$ cat src/rtl/core/aw_pkg.sv
// ----------------------------------------------------------------------------
// aw_pkg - shared types and constants for the affine warp block
// Widths of the datapath, configuration register codes and the structs
// passed between the sequencer, the MAC unit and the pixel store.
// ----------------------------------------------------------------------------
package aw_pkg;

    localparam int MaxDimDefault = 256;
    localparam int PixBits       = 16;
    localparam int StoreAw       = 16;
    localparam int StoreDepth    = 1 << StoreAw;
    localparam int DimW          = 9;
    localparam int CntW          = 8;
    localparam int CoefW         = 32;
    localparam int FracW         = 16;
    localparam int PosW          = DimW + FracW;
    localparam int MulAW         = 33;
    localparam int MulBW         = 18;
    localparam int AccW          = 50;
    localparam int CfgIdxW       = 3;
    localparam int CfgDataW      = 64;

    typedef enum logic [CfgIdxW-1:0] {
        CFG_SRC_WIDTH   = 3'd0,
        CFG_SRC_HEIGHT  = 3'd1,
        CFG_OUT_WIDTH   = 3'd2,
        CFG_OUT_HEIGHT  = 3'd3,
        CFG_ROW0_LINEAR = 3'd4,
        CFG_ROW1_LINEAR = 3'd5,
        CFG_TRANSLATION = 3'd6
    } t_cfg_idx;

    // effective sizes and unpacked matrix terms
    typedef struct packed {
        logic [DimW-1:0]         sw;
        logic [DimW-1:0]         sh;
        logic [DimW-1:0]         ow;
        logic [DimW-1:0]         oh;
        logic signed [CoefW-1:0] a;
        logic signed [CoefW-1:0] b;
        logic signed [CoefW-1:0] c;
        logic signed [CoefW-1:0] d;
        logic signed [CoefW-1:0] tx;
        logic signed [CoefW-1:0] ty;
    } t_cfg;

    typedef struct packed {
        logic                    en;
        logic                    clr;
        logic signed [AccW-1:0]  init;
        logic signed [MulAW-1:0] a;
        logic signed [MulBW-1:0] b;
    } t_mac_op;

    typedef struct packed {
        logic               we;
        logic [StoreAw-1:0] addr;
        logic [PixBits-1:0] wdata;
    } t_store_req;

endpackage

$ cat src/rtl/core/aw_mac.sv
// ----------------------------------------------------------------------------
// aw_mac - shared multiply-accumulate unit
// Signed 33x18 multiplier feeding a 50-bit accumulator. Used for the
// coordinate transform, the row base address and the bilinear blend.
// ----------------------------------------------------------------------------
module aw_mac (
    input  logic                              i_clk,
    input  aw_pkg::t_mac_op                   i_op,
    output logic signed [aw_pkg::AccW-1:0]    o_acc
);

    logic signed [aw_pkg::MulAW+aw_pkg::MulBW-1:0] w_full;
    logic signed [aw_pkg::AccW-1:0]                w_prod;
    logic signed [aw_pkg::AccW-1:0]                r_acc;
    logic signed [aw_pkg::AccW-1:0]                n_acc;

    always_comb begin
        w_full = i_op.a * i_op.b;
        w_prod = w_full[aw_pkg::AccW-1:0];
        n_acc  = (i_op.clr ? i_op.init : r_acc) + w_prod;
    end

    always_ff @(posedge i_clk) begin
        if (i_op.en) begin
            r_acc <= n_acc;
        end
    end

    assign o_acc = r_acc;

endmodule

$ cat config.mk
export PLATFORM = sky130hd
export DESIGN_NAME = aw_mac
export DESIGN_NICKNAME = d
export VERILOG_FILES = /design/src/rtl/core/aw_pkg.sv /design/src/rtl/core/aw_mac.sv
export SDC_FILE = /design/constraint.sdc
export NUM_CORES = 2
export LEC_CHECK = 0
export BUFFER_PORTS_ARGS = -buffer_cell sky130_fd_sc_hd__buf_2
export CAP_MARGIN = 20
export CORE_MARGIN = 3
export CORE_UTILIZATION = 30
export DETAILED_ROUTE_END_ITERATION = 6
export PLACE_DENSITY = 0.46
export RECOVER_POWER = 25
export SETUP_SLACK_MARGIN = 0.1
export SLEW_MARGIN = 25
export SYNTH_ARGS = -nofsm -noshare
export SYNTH_HDL_FRONTEND = slang
export SYNTH_SLANG_ARGS = --single-unit
$ cat constraint.sdc
create_clock -name i_clk -period 8.7 [get_ports i_clk]
set_input_delay 1.74 -clock i_clk [delete_from_list [all_inputs] [get_ports i_clk]]
set_output_delay 1.74 -clock i_clk [all_outputs]
set_load 0.01 [all_outputs]
==> out/qor.yml <==
status: "finished, violations left"
violations: "capacitance limit, slew limit"
cts-buffers-inserted: 5
clock_skew_ns: 0.0257
die_area_mm2: 0.0814
startpoint_type: "input pin"
finalMaxSlewViolations: 51
setup_slack_ns: 0.486
synth_top_family_by_area: "adder cells"
post_dp_cell_area_mm2: 0.0257
hp-start: "o_acc[0]$_DFFE_PP_"
ioPinCount: 154
grt_first_pass_wirelength_um: 114000
r2r_start: "o_acc[16]$_DFFE_PP_"
synth_compound_area_frac: 0.0409
fill_cells: 7972
synth_edf_count: 50
synthTopCellsByArea: "fa_1 (52%), inv_1 (9.0%), and2_1 (7.8%)"
drive_above_1_share: 0.102
coreArea_mm2: 0.0766
dp_slack_ns: -0.0266
grt_remaining_overflow: 0
tightest_slew_ns: 3.53
yosys.area.top_type: "fa_1"
drtIter0Drc: 952
min_path_type: "flip-flop to flip-flop"
synth-main-ff-cell: "edfxtp_1"
gp_congestion: 0.907
synth-simple-area-share: 0.149
placed_cells: 3570
rsz0062_at_grt: "no"
drt-wirelength-per-cell_um: 20.2
grt_max_degree: 51
synthMuxAreaShare: 0.0219
synthXorXnorAreaFrac: 0.0213
syn_to_final_growth_pct: 10.7
final_cell_mix: "fa_1 (610), inv_1 (562), nand2_1 (308)"
clock.fmax_ghz: 0.122
die_x_um: 285
vias: 16500
cap_violations: 1
fin_nets: 3400
grt.total_usage: 0.185
largest_reg_flops: 50
hold_path_end: "o_acc[0]$_DFFE_PP_"
netlist-cell-type-count: 56
hpwlAfterDp_um: 61300
setup_viol: 0
syn-cell-area_mm2: 0.0234
syn_nets: 3266
cts-root-buf: "clkbuf_16"
cts_hold_buffers: 0
initial_core_util: 0.306
ctsResizeCount: 0
reg2reg_depth: 19
layout_commonest_cell: "fa_1"
clk_latency_ns: 0.35
ant_nets: 0
holdPathStages: 2
die_h_um: 285
clk_path_buf_depth: 2
async_flop_share: 0
worst-path-max-fanout: 20
slew_headroom: -1.36
cts_setup_buffers: 0
port_buffers: 153
drtPass1Iterations: 5
crit_type: "input pin to flip-flop"
synth_fa_ha_area_frac: 0.596
regToRegEndpoint: "o_acc[49]$_DFFE_PP_"
min_period_ns: 8.21
antenna_found_initial: 7
ys_seq_area_frac: 0.0642
fin_setup_tns_ns: 0
crit_required_ns: 8.80
hold_viol_final: 0
synth.avg_cell_area_um2: 9.70
stdcell_count: 3584
num_rows: 101
yosysTopAreaCellShare: 0.522
drt_wl_total_um: 72400
drc: 0
cts.sinks: 50
viasPerCell: 4.60
final.period_utilization: 0.944
syn_inst: 2413
design_area_mm2: 0.0259
reg2reg_slack_ns: 2.79
clk_pin_slew_worst_paths_ns: 0.09
h-tree-depth: 2
worstPathArrival_ns: 8.31
cp-end-kind: "flip-flop"
cts_tree: "yes"
synth-seq-cells: 50
yosysWarnings: 0
grt_pass1_vias: 18900
## layout make-up
type	instances	area (um^2)	area share
clock inverters	3	68.8	0.00266
flip-flops and latches	50	1500	0.0580
inverters	563	2110	0.0816
multi-input cells	1697	19400	0.749
repair buffers	230	1400	0.0539
well taps	1030	1290	0.0498
clock buffers	5	125	0.00483
diodes	6	15.0	0.000580
## cells in the mapped netlist, types with 2 or more instances
| library cell | count |
|---|---|
| fa_1 | 610 |
| inv_1 | 562 |
| nand2_1 | 308 |
| and2_1 | 290 |
| ha_1 | 139 |
| clkbuf_1 | 101 |
| nor2_1 | 53 |
| edfxtp_1 | 50 |
| a21oi_1 | 45 |
| xnor2_1 | 41 |
| mux2i_1 | 40 |
| o21ai_0 | 29 |
| a21o_1 | 20 |
| xor2_1 | 16 |
| nand2b_1 | 11 |
| mux2_2 | 10 |
| nand4_1 | 10 |
| nand3_1 | 9 |
| a211oi_1 | 6 |
| and3_1 | 5 |
| nor3_1 | 4 |
| a21boi_0 | 3 |
| a31oi_1 | 3 |
| nor2b_1 | 3 |
| o21a_1 | 3 |
| o21ai_1 | 3 |
| o21bai_1 | 3 |
| o221ai_1 | 3 |
| a21oi_2 | 2 |
| buf_1 | 2 |
| o211ai_1 | 2 |
| o22ai_1 | 2 |
| o31ai_1 | 2 |
## per-stage QoR
step	util	hold slack, ns
2_1_floorplan	-	0.735
3_5_place_dp	0.336	0.684
6_report	0.338	0.698
5_1_grt	0.338	0.730
4_1_cts	0.338	0.706
3_3_place_gp	0.336	0.680
## per-layer routing
layer	track usage	vias to the layer above	wire [um]
met1	0.243	8616	30900
li1	-	7344	-
met5	0	-	13
met4	0.0473	2	1790
met3	0.0397	86	4680
met2	0.311	429	35000
## critical path: stages
cell      delay [ns]
buf_2           0.40
buf_12          0.20
nand2_1         0.07
fa_1            0.55
inv_1           0.05
fa_1            0.49
inv_1           0.05
fa_1            0.47
inv_1           0.05
fa_1            0.47
fa_1            0.54
inv_1           0.05
fa_1            0.47
inv_1           0.04
ha_1            0.27
ha_1            0.37
nand4_1         0.21
nor2_1          0.18
o221ai_1        0.13
a21oi_1         0.18
buf_4           0.17
o21ai_1         0.13
buf_12          0.17
a211oi_1        0.45
buf_4           0.21
or4b_1          0.10
nand4_1         0.07
## worst max-delay path by stage
stage,from,end,slack (ns),depth (start not counted)
finish,i_op[0],o_acc[49]$_DFFE_PP_,0.49,27
global route,i_op[29],o_acc[45]$_DFFE_PP_,0.13,23
CTS,i_op[7],o_acc[49]$_DFFE_PP_,0.34,23
detailed placement,i_op[7],o_acc[49]$_DFFE_PP_,-0.03,23
global placement,i_op[7],o_acc[49]$_DFFE_PP_,0.06,23
floorplan,i_op[50],o_acc[49]$_DFFE_PP_,0.59,23
## cell families (layout without fill, tap and decap cells)
logic type | after synthesis | after routing
other | 0 | 6
XOR/XNOR | 57 | 57
AND/OR/NAND/NOR | 700 | 700
flip-flops | 50 | 50
multiplexers | 50 | 50
buffers and inverters | 666 | 801
AO/OA/AOI/OAI | 141 | 141
adder cells (fa/ha/maj) | 749 | 749
Power is not shown: default switching activity piles up to over one toggle a cycle in this logic, so the estimate is an artifact.
