--- config.mk ---
export PLATFORM = sky130hd
export DESIGN_NAME = aw_ctrl
export DESIGN_NICKNAME = d
export VERILOG_FILES = /design/src/rtl/core/aw_pkg.sv /design/src/rtl/core/aw_ctrl.sv
export SDC_FILE = /design/constraint.sdc
export NUM_CORES = 1
export LEC_CHECK = 0
export CORE_ASPECT_RATIO = 1.25
export CORE_MARGIN = 4
export CORE_UTILIZATION = 35
export DETAILED_ROUTE_END_ITERATION = 12
export DONT_BUFFER_PORTS = 1
export GPL_ROUTABILITY_DRIVEN = 0
export SLEW_MARGIN = 20
export SYNTH_ARGS = -nofsm -noshare
export SYNTH_HDL_FRONTEND = slang
export SYNTH_SLANG_ARGS = --single-unit
export TNS_END_PERCENT = 10
--- constraint.sdc ---
create_clock -name i_clk -period 15.85 [get_ports i_clk]
set_clock_uncertainty 0.2 [all_clocks]
set_input_delay 1.585 -clock i_clk [delete_from_list [all_inputs] [get_ports i_clk]]
set_output_delay 1.585 -clock i_clk [all_outputs]
set_load 0.02 [all_outputs]
--- src/rtl/core/aw_pkg.sv ---
// ----------------------------------------------------------------------------
// aw_pkg - shared types and constants for the affine warp block
// Widths of the datapath, configuration register codes and the structs
// passed between the sequencer, the MAC unit and the pixel store.
// ----------------------------------------------------------------------------
package aw_pkg;

    localparam int MaxDimDefault = 256;
    localparam int PixBits       = 16;
    localparam int StoreAw       = 16;
    localparam int StoreDepth    = 1 << StoreAw;
    localparam int DimW          = 9;
    localparam int CntW          = 8;
    localparam int CoefW         = 32;
    localparam int FracW         = 16;
    localparam int PosW          = DimW + FracW;
    localparam int MulAW         = 33;
    localparam int MulBW         = 18;
    localparam int AccW          = 50;
    localparam int CfgIdxW       = 3;
    localparam int CfgDataW      = 64;

    typedef enum logic [CfgIdxW-1:0] {
        CFG_SRC_WIDTH   = 3'd0,
        CFG_SRC_HEIGHT  = 3'd1,
        CFG_OUT_WIDTH   = 3'd2,
        CFG_OUT_HEIGHT  = 3'd3,
        CFG_ROW0_LINEAR = 3'd4,
        CFG_ROW1_LINEAR = 3'd5,
        CFG_TRANSLATION = 3'd6
    } t_cfg_idx;

    // effective sizes and unpacked matrix terms
    typedef struct packed {
        logic [DimW-1:0]         sw;
        logic [DimW-1:0]         sh;
        logic [DimW-1:0]         ow;
        logic [DimW-1:0]         oh;
        logic signed [CoefW-1:0] a;
        logic signed [CoefW-1:0] b;
        logic signed [CoefW-1:0] c;
        logic signed [CoefW-1:0] d;
        logic signed [CoefW-1:0] tx;
        logic signed [CoefW-1:0] ty;
    } t_cfg;

    typedef struct packed {
        logic                    en;
        logic                    clr;
        logic signed [AccW-1:0]  init;
        logic signed [MulAW-1:0] a;
        logic signed [MulBW-1:0] b;
    } t_mac_op;

    typedef struct packed {
        logic               we;
        logic [StoreAw-1:0] addr;
        logic [PixBits-1:0] wdata;
    } t_store_req;

endpackage

--- src/rtl/core/aw_ctrl.sv ---
// ----------------------------------------------------------------------------
// aw_ctrl - sequencer for loads and output samples
// Loads write the store when accepted. A sample steps the shared MAC through
// the transform, clamp, four neighbour reads and the vertical blend.
// ----------------------------------------------------------------------------
module aw_ctrl (
    input  logic                              i_clk,
    input  logic                              i_rst_n,
    input  aw_pkg::t_cfg                      i_cfg,
    input  logic                              i_in_valid,
    output logic                              o_in_stall,
    input  logic                              i_in_opcode,
    input  logic [15:0]                       i_in_pixel,
    output logic                              o_out_valid,
    input  logic                              i_out_stall,
    output logic [15:0]                       o_pixel_out,
    output logic [7:0]                        o_out_x,
    output logic [7:0]                        o_out_y,
    output logic                              o_frame_last,
    output aw_pkg::t_mac_op                   o_mac,
    input  logic signed [aw_pkg::AccW-1:0]    i_acc,
    output aw_pkg::t_store_req                o_store,
    input  logic [aw_pkg::PixBits-1:0]        i_rdata
);

    typedef enum logic [3:0] {
        S_IDLE, S_PX0, S_PX1, S_PY0, S_PY1, S_CLY, S_ROW,
        S_RD00, S_RD10, S_RD01, S_RD11, S_BOT, S_VX0, S_VX1, S_DONE
    } t_state;

    localparam int AW = aw_pkg::StoreAw;
    localparam int DW = aw_pkg::DimW;
    localparam int FW = aw_pkg::FracW;

    t_state                     r_state;
    logic [aw_pkg::CntW-1:0]    r_col;
    logic [aw_pkg::CntW-1:0]    r_row;
    logic [AW-1:0]              r_load_addr;
    logic [DW-1:0]              r_x0, r_x1, r_y0;
    logic                       r_dy;
    logic [FW-1:0]              r_fx, r_fy;
    logic [AW-1:0]              r_base0, r_base1;
    logic [31:0]                r_top, r_bot;
    logic                       r_out_valid;
    logic [15:0]                r_pixel_out;
    logic [7:0]                 r_out_x, r_out_y;
    logic                       r_frame_last;

    logic                       w_in_accept;
    logic                       w_space;
    logic [aw_pkg::PosW-1:0]    w_cx, w_cy;
    logic [FW:0]                w_wx0, w_wy0;
    logic [2*DW-1:0]            w_area;
    logic [AW:0]                w_ld_inc;
    logic [AW-1:0]              w_ld_next;
    logic                       w_row_end, w_frame_end;
    logic [31:0]                w_round;
    logic [AW-1:0]              w_base1;

    // clamp a signed Q34.16 position to [0, (dim-1) << 16]
    function automatic logic [aw_pkg::PosW-1:0] clamp_pos(
        input logic signed [aw_pkg::AccW-1:0] v,
        input logic [DW-1:0]                  dim
    );
        logic [aw_pkg::PosW-1:0] lim;
        logic [aw_pkg::AccW-1:0] lim_ext;
        lim     = {dim - DW'(1), {FW{1'b0}}};
        lim_ext = aw_pkg::AccW'(lim);
        if (v[aw_pkg::AccW-1]) begin
            clamp_pos = '0;
        end else if ($unsigned(v) > lim_ext) begin
            clamp_pos = lim;
        end else begin
            clamp_pos = v[aw_pkg::PosW-1:0];
        end
    endfunction

    function automatic logic signed [aw_pkg::MulAW-1:0] coef_a(
        input logic signed [aw_pkg::CoefW-1:0] c
    );
        coef_a = {c[aw_pkg::CoefW-1], c};
    endfunction

    function automatic logic signed [aw_pkg::AccW-1:0] coef_init(
        input logic signed [aw_pkg::CoefW-1:0] c
    );
        coef_init = {{(aw_pkg::AccW-aw_pkg::CoefW){c[aw_pkg::CoefW-1]}}, c};
    endfunction

    assign o_in_stall  = (r_state != S_IDLE);
    assign w_in_accept = i_in_valid && !o_in_stall;
    assign w_space     = !r_out_valid || !i_out_stall;

    always_comb begin
        w_cx  = clamp_pos(i_acc, i_cfg.sw);
        w_cy  = clamp_pos(i_acc, i_cfg.sh);
        w_wx0 = 17'h10000 - {1'b0, r_fx};
        w_wy0 = 17'h10000 - {1'b0, r_fy};

        w_area    = i_cfg.sw * i_cfg.sh;
        w_ld_inc  = {1'b0, r_load_addr} + (AW+1)'(1);
        w_ld_next = ((2*DW)'(w_ld_inc) >= w_area) ? '0 : w_ld_inc[AW-1:0];

        w_row_end   = ({1'b0, r_col} + DW'(1)) >= i_cfg.ow;
        w_frame_end = w_row_end && (({1'b0, r_row} + DW'(1)) >= i_cfg.oh);

        // total = acc >> 16, then round half up to 16 bits
        w_round = i_acc[47:16] + 32'h0000_8000;
        w_base1 = i_acc[AW-1:0] + (r_dy ? AW'(i_cfg.sw) : '0);
    end

    // MAC operand select
    always_comb begin
        o_mac      = '0;
        o_mac.init = '0;
        case (r_state)
            S_PX0: begin
                o_mac.en   = 1'b1;
                o_mac.clr  = 1'b1;
                o_mac.init = coef_init(i_cfg.tx);
                o_mac.a    = coef_a(i_cfg.a);
                o_mac.b    = aw_pkg::MulBW'(r_col);
            end
            S_PX1: begin
                o_mac.en = 1'b1;
                o_mac.a  = coef_a(i_cfg.b);
                o_mac.b  = aw_pkg::MulBW'(r_row);
            end
            S_PY0: begin
                o_mac.en   = 1'b1;
                o_mac.clr  = 1'b1;
                o_mac.init = coef_init(i_cfg.ty);
                o_mac.a    = coef_a(i_cfg.c);
                o_mac.b    = aw_pkg::MulBW'(r_col);
            end
            S_PY1: begin
                o_mac.en = 1'b1;
                o_mac.a  = coef_a(i_cfg.d);
                o_mac.b  = aw_pkg::MulBW'(r_row);
            end
            S_ROW: begin
                o_mac.en  = 1'b1;
                o_mac.clr = 1'b1;
                o_mac.a   = aw_pkg::MulAW'(r_y0);
                o_mac.b   = aw_pkg::MulBW'(i_cfg.sw);
            end
            S_RD10: begin
                o_mac.en  = 1'b1;
                o_mac.clr = 1'b1;
                o_mac.a   = aw_pkg::MulAW'(i_rdata);
                o_mac.b   = aw_pkg::MulBW'(w_wx0);
            end
            S_RD01: begin
                o_mac.en = 1'b1;
                o_mac.a  = aw_pkg::MulAW'(i_rdata);
                o_mac.b  = aw_pkg::MulBW'(r_fx);
            end
            S_RD11: begin
                o_mac.en  = 1'b1;
                o_mac.clr = 1'b1;
                o_mac.a   = aw_pkg::MulAW'(i_rdata);
                o_mac.b   = aw_pkg::MulBW'(w_wx0);
            end
            S_BOT: begin
                o_mac.en = 1'b1;
                o_mac.a  = aw_pkg::MulAW'(i_rdata);
                o_mac.b  = aw_pkg::MulBW'(r_fx);
            end
            S_VX0: begin
                o_mac.en  = 1'b1;
                o_mac.clr = 1'b1;
                o_mac.a   = aw_pkg::MulAW'(r_top);
                o_mac.b   = aw_pkg::MulBW'(w_wy0);
            end
            S_VX1: begin
                o_mac.en = 1'b1;
                o_mac.a  = aw_pkg::MulAW'(i_acc[31:0]);
                o_mac.b  = aw_pkg::MulBW'(r_fy);
            end
            default: begin
                o_mac.en = 1'b0;
            end
        endcase
        // the bottom row sum is parked in r_bot before S_VX0 overwrites acc
        if (r_state == S_VX1) begin
            o_mac.a = aw_pkg::MulAW'(r_bot);
        end
    end

    // store port select
    always_comb begin
        o_store.we    = 1'b0;
        o_store.addr  = r_load_addr;
        o_store.wdata = i_in_pixel;
        case (r_state)
            S_IDLE: begin
                o_store.we = w_in_accept && !i_in_opcode;
            end
            S_RD00:  o_store.addr = i_acc[AW-1:0] + AW'(r_x0);
            S_RD10:  o_store.addr = r_base0 + AW'(r_x1);
            S_RD01:  o_store.addr = r_base1 + AW'(r_x0);
            S_RD11:  o_store.addr = r_base1 + AW'(r_x1);
            default: o_store.addr = r_load_addr;
        endcase
    end

    always_ff @(posedge i_clk) begin
        if (!i_rst_n) begin
            r_state     <= S_IDLE;
            r_col       <= '0;
            r_row       <= '0;
            r_load_addr <= '0;
            r_out_valid <= 1'b0;
        end else begin
            // S_DONE sets the output register itself
            if (r_out_valid && !i_out_stall && r_state != S_DONE) begin
                r_out_valid <= 1'b0;
            end
            case (r_state)
                S_IDLE: begin
                    if (w_in_accept) begin
                        if (i_in_opcode) begin
                            r_state <= S_PX0;
                        end else begin
                            r_load_addr <= w_ld_next;
                        end
                    end
                end
                S_PX0: r_state <= S_PX1;
                S_PX1: r_state <= S_PY0;
                S_PY0: begin
                    r_x0    <= w_cx[aw_pkg::PosW-1:FW];
                    r_fx    <= w_cx[FW-1:0];
                    r_x1    <= (w_cx[aw_pkg::PosW-1:FW] == i_cfg.sw - DW'(1)) ?
                               w_cx[aw_pkg::PosW-1:FW] :
                               w_cx[aw_pkg::PosW-1:FW] + DW'(1);
                    r_state <= S_PY1;
                end
                S_PY1: r_state <= S_CLY;
                S_CLY: begin
                    r_y0    <= w_cy[aw_pkg::PosW-1:FW];
                    r_fy    <= w_cy[FW-1:0];
                    r_dy    <= (w_cy[aw_pkg::PosW-1:FW] != i_cfg.sh - DW'(1));
                    r_state <= S_ROW;
                end
                S_ROW: r_state <= S_RD00;
                S_RD00: begin
                    r_base0 <= i_acc[AW-1:0];
                    r_base1 <= w_base1;
                    r_state <= S_RD10;
                end
                S_RD10: r_state <= S_RD01;
                S_RD01: r_state <= S_RD11;
                S_RD11: begin
                    r_top   <= i_acc[31:0];
                    r_state <= S_BOT;
                end
                S_BOT: r_state <= S_VX0;
                S_VX0: begin
                    r_bot   <= i_acc[31:0];
                    r_state <= S_VX1;
                end
                S_VX1: r_state <= S_DONE;
                S_DONE: begin
                    if (w_space) begin
                        r_out_valid  <= 1'b1;
                        r_pixel_out  <= w_round[31:16];
                        r_out_x      <= r_col;
                        r_out_y      <= r_row;
                        r_frame_last <= w_frame_end;
                        if (w_row_end) begin
                            r_col <= '0;
                            r_row <= w_frame_end ? '0 : r_row + 8'd1;
                        end else begin
                            r_col <= r_col + 8'd1;
                        end
                        r_state <= S_IDLE;
                    end
                end
                default: r_state <= S_IDLE;
            endcase
        end
    end

    assign o_out_valid  = r_out_valid;
    assign o_pixel_out  = r_pixel_out;
    assign o_out_x      = r_out_x;
    assign o_out_y      = r_out_y;
    assign o_frame_last = r_frame_last;

`ifndef SYNTH
    a_sample_holds_input: assert property (@(posedge i_clk) disable iff (!i_rst_n)
        (w_in_accept && i_in_opcode) |=> o_in_stall)
        else $error("sample beat did not stall the input");

    a_store_write_idle: assert property (@(posedge i_clk) disable iff (!i_rst_n)
        o_store.we |-> (r_state == S_IDLE))
        else $error("store write outside idle");

    a_neighbour_in_bounds: assert property (@(posedge i_clk) disable iff (!i_rst_n)
        (r_state == S_RD00) |-> (r_x0 < i_cfg.sw && r_y0 < i_cfg.sh &&
                                 r_x1 < i_cfg.sw))
        else $error("clamped neighbour outside source");

    a_frame_wrap: assert property (@(posedge i_clk) disable iff (!i_rst_n)
        (r_state == S_DONE && w_space && w_frame_end) |=> (r_col == '0 && r_row == '0))
        else $error("raster counters did not wrap at frame end");
`endif

endmodule

==> flow_metrics.env <==
export IMPL_ys_flop_type="sky130_fd_sc_hd__edfxtp_1"
export IMPL_detailed_place_hpwl_mm=64.0
export IMPL_yosys_area_share_simple_pct=18.1
export IMPL_period_needed_ns=7.39
export IMPL_synth_top_cells_by_area="sky130_fd_sc_hd__edfxtp_1 (31%), sky130_fd_sc_hd__ha_1 (8.7%), sky130_fd_sc_hd__fa_1 (5.8%), sky130_fd_sc_hd__dfxtp_1 (4.1%), sky130_fd_sc_hd__a22oi_1 (4.0%)"
export IMPL_async_reset_ff_share_pct=0
export IMPL_final_hold_violation_count=0
export IMPL_grt_pass1_vias=14600
export IMPL_yosys_area_share_adder_pct=14.5
export IMPL_detail_route_vias_per_cell=6.06
export IMPL_timing_hold_worst_class="reg -> reg"
export IMPL_synth_area_per_cell_sq_um=9.55
export IMPL_setup_viol=0
export IMPL_floorplan_die_width_um=212
export IMPL_synth_top_family_by_area="simple AND/OR/NAND/NOR gates"
export IMPL_timing_worst_setup_path_type="in -> reg"
export IMPL_cts_root_to_sink_buffers=3
export IMPL_synth_top_cell_area_share_pct=31.2
export IMPL_worstSkewPairLatency_ns=0.54
export IMPL_unrepaired_setup_endpoints_after_global_routing="false"
export IMPL_maximum_vdd_drop_mv=0.0718
export IMPL_tritoncts="yes"
export IMPL_cts_buffers_inserted=25
export IMPL_portion_of_netlist_area_occupied_by_mux_cells_pct=2.82
export IMPL_drt_drc_violations_left=0
export IMPL_floorplan_initialDensity_pct=35.3
export IMPL_synth_cell_types=92
export IMPL_detail_route_first_pass_iterations=8
export IMPL_synthesis_yosys_warnings=0
export IMPL_cts_sinks=226
export IMPL_buffer_ports_inserted=0
export IMPL_grt_pass1_wl_mm=108
export IMPL_globalRouteTotalUtil_pct=26.6
export IMPL_cts_htree_levels=1
export IMPL_routedWlPerCell_um=31.2
export IMPL_clkSlewWorstSetupHoldPaths_ns=0.06
export IMPL_leakage_nw=7.74
export IMPL_die_h_um=263
export IMPL_end_kind="flip-flop"
export IMPL_critPathRequiredTime_ns=16.10
export IMPL_fmaxAchievable_mhz=135
export IMPL_result_of_the_run="finished clean"
export IMPL_critical_path_startpoint_type="input pin"
export IMPL_ctsRootBufferMaster="sky130_fd_sc_hd__clkbuf_16"
export IMPL_period_share_pct=46.6
export IMPL_area_delta_synth_final_pct=6.90
export IMPL_cts_repair_timing_setup_buffer_count=0
export IMPL_utilization_pct=37.8
export IMPL_post_cts_resized=0
export IMPL_post_synth_xor_area_fraction_pct=6.93
export IMPL_powerDensity_mw_per_mm2=123
export IMPL_synth_compound_area_share_pct=16.0
export IMPL_num_rows=93
export IMPL_floorplan_die_area_sq_mm=0.0557
export IMPL_cap_viol_max_count=0
export IMPL_synth_largest_area_cell="sky130_fd_sc_hd__edfxtp_1"
export IMPL_cts_hold_buffers=0
export IMPL_grt_antenna_before_repair=18
export IMPL_cp_arrival_ns=7.64
export IMPL_post_route_cells_drive_above_1_share_pct=6.53
export IMPL_drt_initial_drc_count=1580
export IMPL_largest_fanout_of_any_net_on_the_critical_path=10
export IMPL_synth_edff_count=189
export IMPL_slew_headroom_pct=20.9
export IMPL_fillCellCount=5122
export IMPL_post_synthesis_cell_area_sq_mm=0.0182
export IMPL_fin_nets=2314
export IMPL_globalRoute_totalOverflow=0
export IMPL_route_vias_total=15200
export IMPL_route_final_wire_length_mm=78.1
export IMPL_syn_nets=2397
export IMPL_synth_cells=1903
export IMPL_core_area_sq_mm=0.0514
export IMPL_yosys_register_bits=226
export IMPL_setup_tns_final_ns=0
export IMPL_finalMaxSlewViolations=0
export IMPL_ys_seq_area_share_pct=35.3
export IMPL_boundaryPins=486
export IMPL_grt_start_max_net_pins=64
export IMPL_worst_slew_pin_slew_ns=1.19
export IMPL_antenna_left=0
[sequential cells by signal, summed over array words and instances (netlist names)]
name	count
r_state	4
r_row	8
r_x0	9
r_x1	9
r_base1	16
r_y0	9
o_frame_last	1
o_out_y	8
r_fy	16
o_out_x	8
r_bot	32
r_fx	16
r_top	32
r_dy	1
o_pixel_out	16
r_base0	16
r_load_addr	16
o_out_valid	1
r_col	8
[worst max-delay path: stages]
cell	delay, ns
sky130_fd_sc_hd__and2_1	0.15
sky130_fd_sc_hd__fa_1	0.51
sky130_fd_sc_hd__fa_1	0.53
sky130_fd_sc_hd__fa_1	0.54
sky130_fd_sc_hd__inv_1	0.05
sky130_fd_sc_hd__fa_1	0.53
sky130_fd_sc_hd__inv_1	0.04
sky130_fd_sc_hd__ha_1	0.23
sky130_fd_sc_hd__or3_1	0.41
sky130_fd_sc_hd__o221a_2	0.25
sky130_fd_sc_hd__o21ai_1	0.14
sky130_fd_sc_hd__nand2b_1	0.08
sky130_fd_sc_hd__a21o_1	0.20
sky130_fd_sc_hd__a21o_1	0.17
sky130_fd_sc_hd__a21oi_1	0.16
sky130_fd_sc_hd__xor2_1	0.18
sky130_fd_sc_hd__ha_1	0.26
sky130_fd_sc_hd__nand2_1	0.07
sky130_fd_sc_hd__nand2_1	0.05
sky130_fd_sc_hd__a2111oi_0	0.38
sky130_fd_sc_hd__o211ai_1	0.17
sky130_fd_sc_hd__a41o_1	0.24
sky130_fd_sc_hd__nand3_1	0.29
sky130_fd_sc_hd__nand2_1	0.19
sky130_fd_sc_hd__o31ai_1	0.22
[stage by stage]
step	instances	power [mW]	cell area [sq um]	setup slack, ns	hold slack, ns
2_1_floorplan	1903	1.50	18200	8.08	0.259
3_3_place_gp	2458	1.79	18600	8.10	0.283
3_5_place_dp	2458	1.81	18600	7.92	0.290
4_1_cts	2503	2.39	19400	8.46	0.299
5_1_grt	2506	2.51	19400	8.08	0.355
6_report	2508	2.38	19400	8.46	0.301
[worst paths after layout]
kind | start | end | slack [ns] | cells after the start
hold reg to reg | r_load_addr[1]$_SDFFE_PN0P_ | r_load_addr[1]$_SDFFE_PN0P_ | 0.30 | 2
hold / removal | r_load_addr[1]$_SDFFE_PN0P_ | r_load_addr[1]$_SDFFE_PN0P_ | 0.30 | 2
setup reg to reg | r_load_addr[0]$_SDFFE_PN0P_ | r_load_addr[15]$_SDFFE_PN0P_ | 11.67 | 16
setup / recovery | i_cfg[218] | r_load_addr[15]$_SDFFE_PN0P_ | 8.46 | 25
[report_power, final]
part | switching, mW | total, mW | internal, mW | leakage [nW]
logic | 0.794 | 1.13 | 0.333 | 5.23
registers | 0.0140 | 0.672 | 0.658 | 2.10
clock network | 0.252 | 0.585 | 0.333 | 0.398
[cells in the mapped netlist (all sizes together) (15+ instances only)]
cell / count
xor2: 73
and2: 92
o21ai: 57
nor2b: 20
and3: 23
clkbuf: 79
a21o: 16
inv: 133
a22o: 43
mux2i: 34
a21oi: 46
a21boi: 15
mux2: 15
nor4: 18
edfxtp: 189
ha: 126
dfxtp: 37
nand2: 189
xnor2: 69
buf: 55
nand2b: 19
nor3: 33
nor2: 100
fa: 53
a22oi: 97
nand3: 73
[kinds of logic after synthesis]
family,after synthesis
compound gates,396
xor+xnor,142
fa+ha+maj,179
buf+inv,267
flops,226
mux,49
other cells,1
simple gates,643
[cell type report]
type                            count  area, sq um  share of cell area (%)
Clock inverter                     15          143                   0.734
Inverter                          133          499                    2.57
Tap cell                          665          832                    4.28
Timing Repair Buffer               24          180                   0.927
Clock buffer                       30          664                    3.42
Antenna cell                        5         12.5                  0.0644
Multi-Input combinational cell   1410        10700                    55.0
Sequential cell                   226         6420                    33.0
[routing by layer]
layer	part of all wire, %	GRT usage (%)	up-vias
li1	-	-	6707
met1	33	28.4	7448
met2	47	43.0	844
met3	12	10.6	191
met4	8.1	17.9	18
met5	0.17	0	-
[cells in the final DEF (no fill, tap or decap), types with 14 or more instances in the layout]
cell	instances
sky130_fd_sc_hd__xor2_1	71
sky130_fd_sc_hd__clkbuf_16	25
sky130_fd_sc_hd__nand2b_1	19
sky130_fd_sc_hd__a22oi_1	97
sky130_fd_sc_hd__o21ai_0	43
sky130_fd_sc_hd__edfxtp_1	189
sky130_fd_sc_hd__buf_4	24
sky130_fd_sc_hd__o21ai_1	14
sky130_fd_sc_hd__mux2i_1	34
sky130_fd_sc_hd__nor4_1	16
sky130_fd_sc_hd__and2_1	90
sky130_fd_sc_hd__a22o_1	42
sky130_fd_sc_hd__dfxtp_1	37
sky130_fd_sc_hd__nor2_1	97
sky130_fd_sc_hd__nor2b_1	19
sky130_fd_sc_hd__ha_1	126
sky130_fd_sc_hd__xnor2_1	69
sky130_fd_sc_hd__a21o_1	15
sky130_fd_sc_hd__and3_1	23
sky130_fd_sc_hd__fa_1	53
sky130_fd_sc_hd__nand2_1	188
sky130_fd_sc_hd__nor3_1	28
sky130_fd_sc_hd__inv_1	130
sky130_fd_sc_hd__a21oi_1	45
sky130_fd_sc_hd__nand3_1	73
sky130_fd_sc_hd__mux2_2	14
Power figures use the tool's default switching activity.
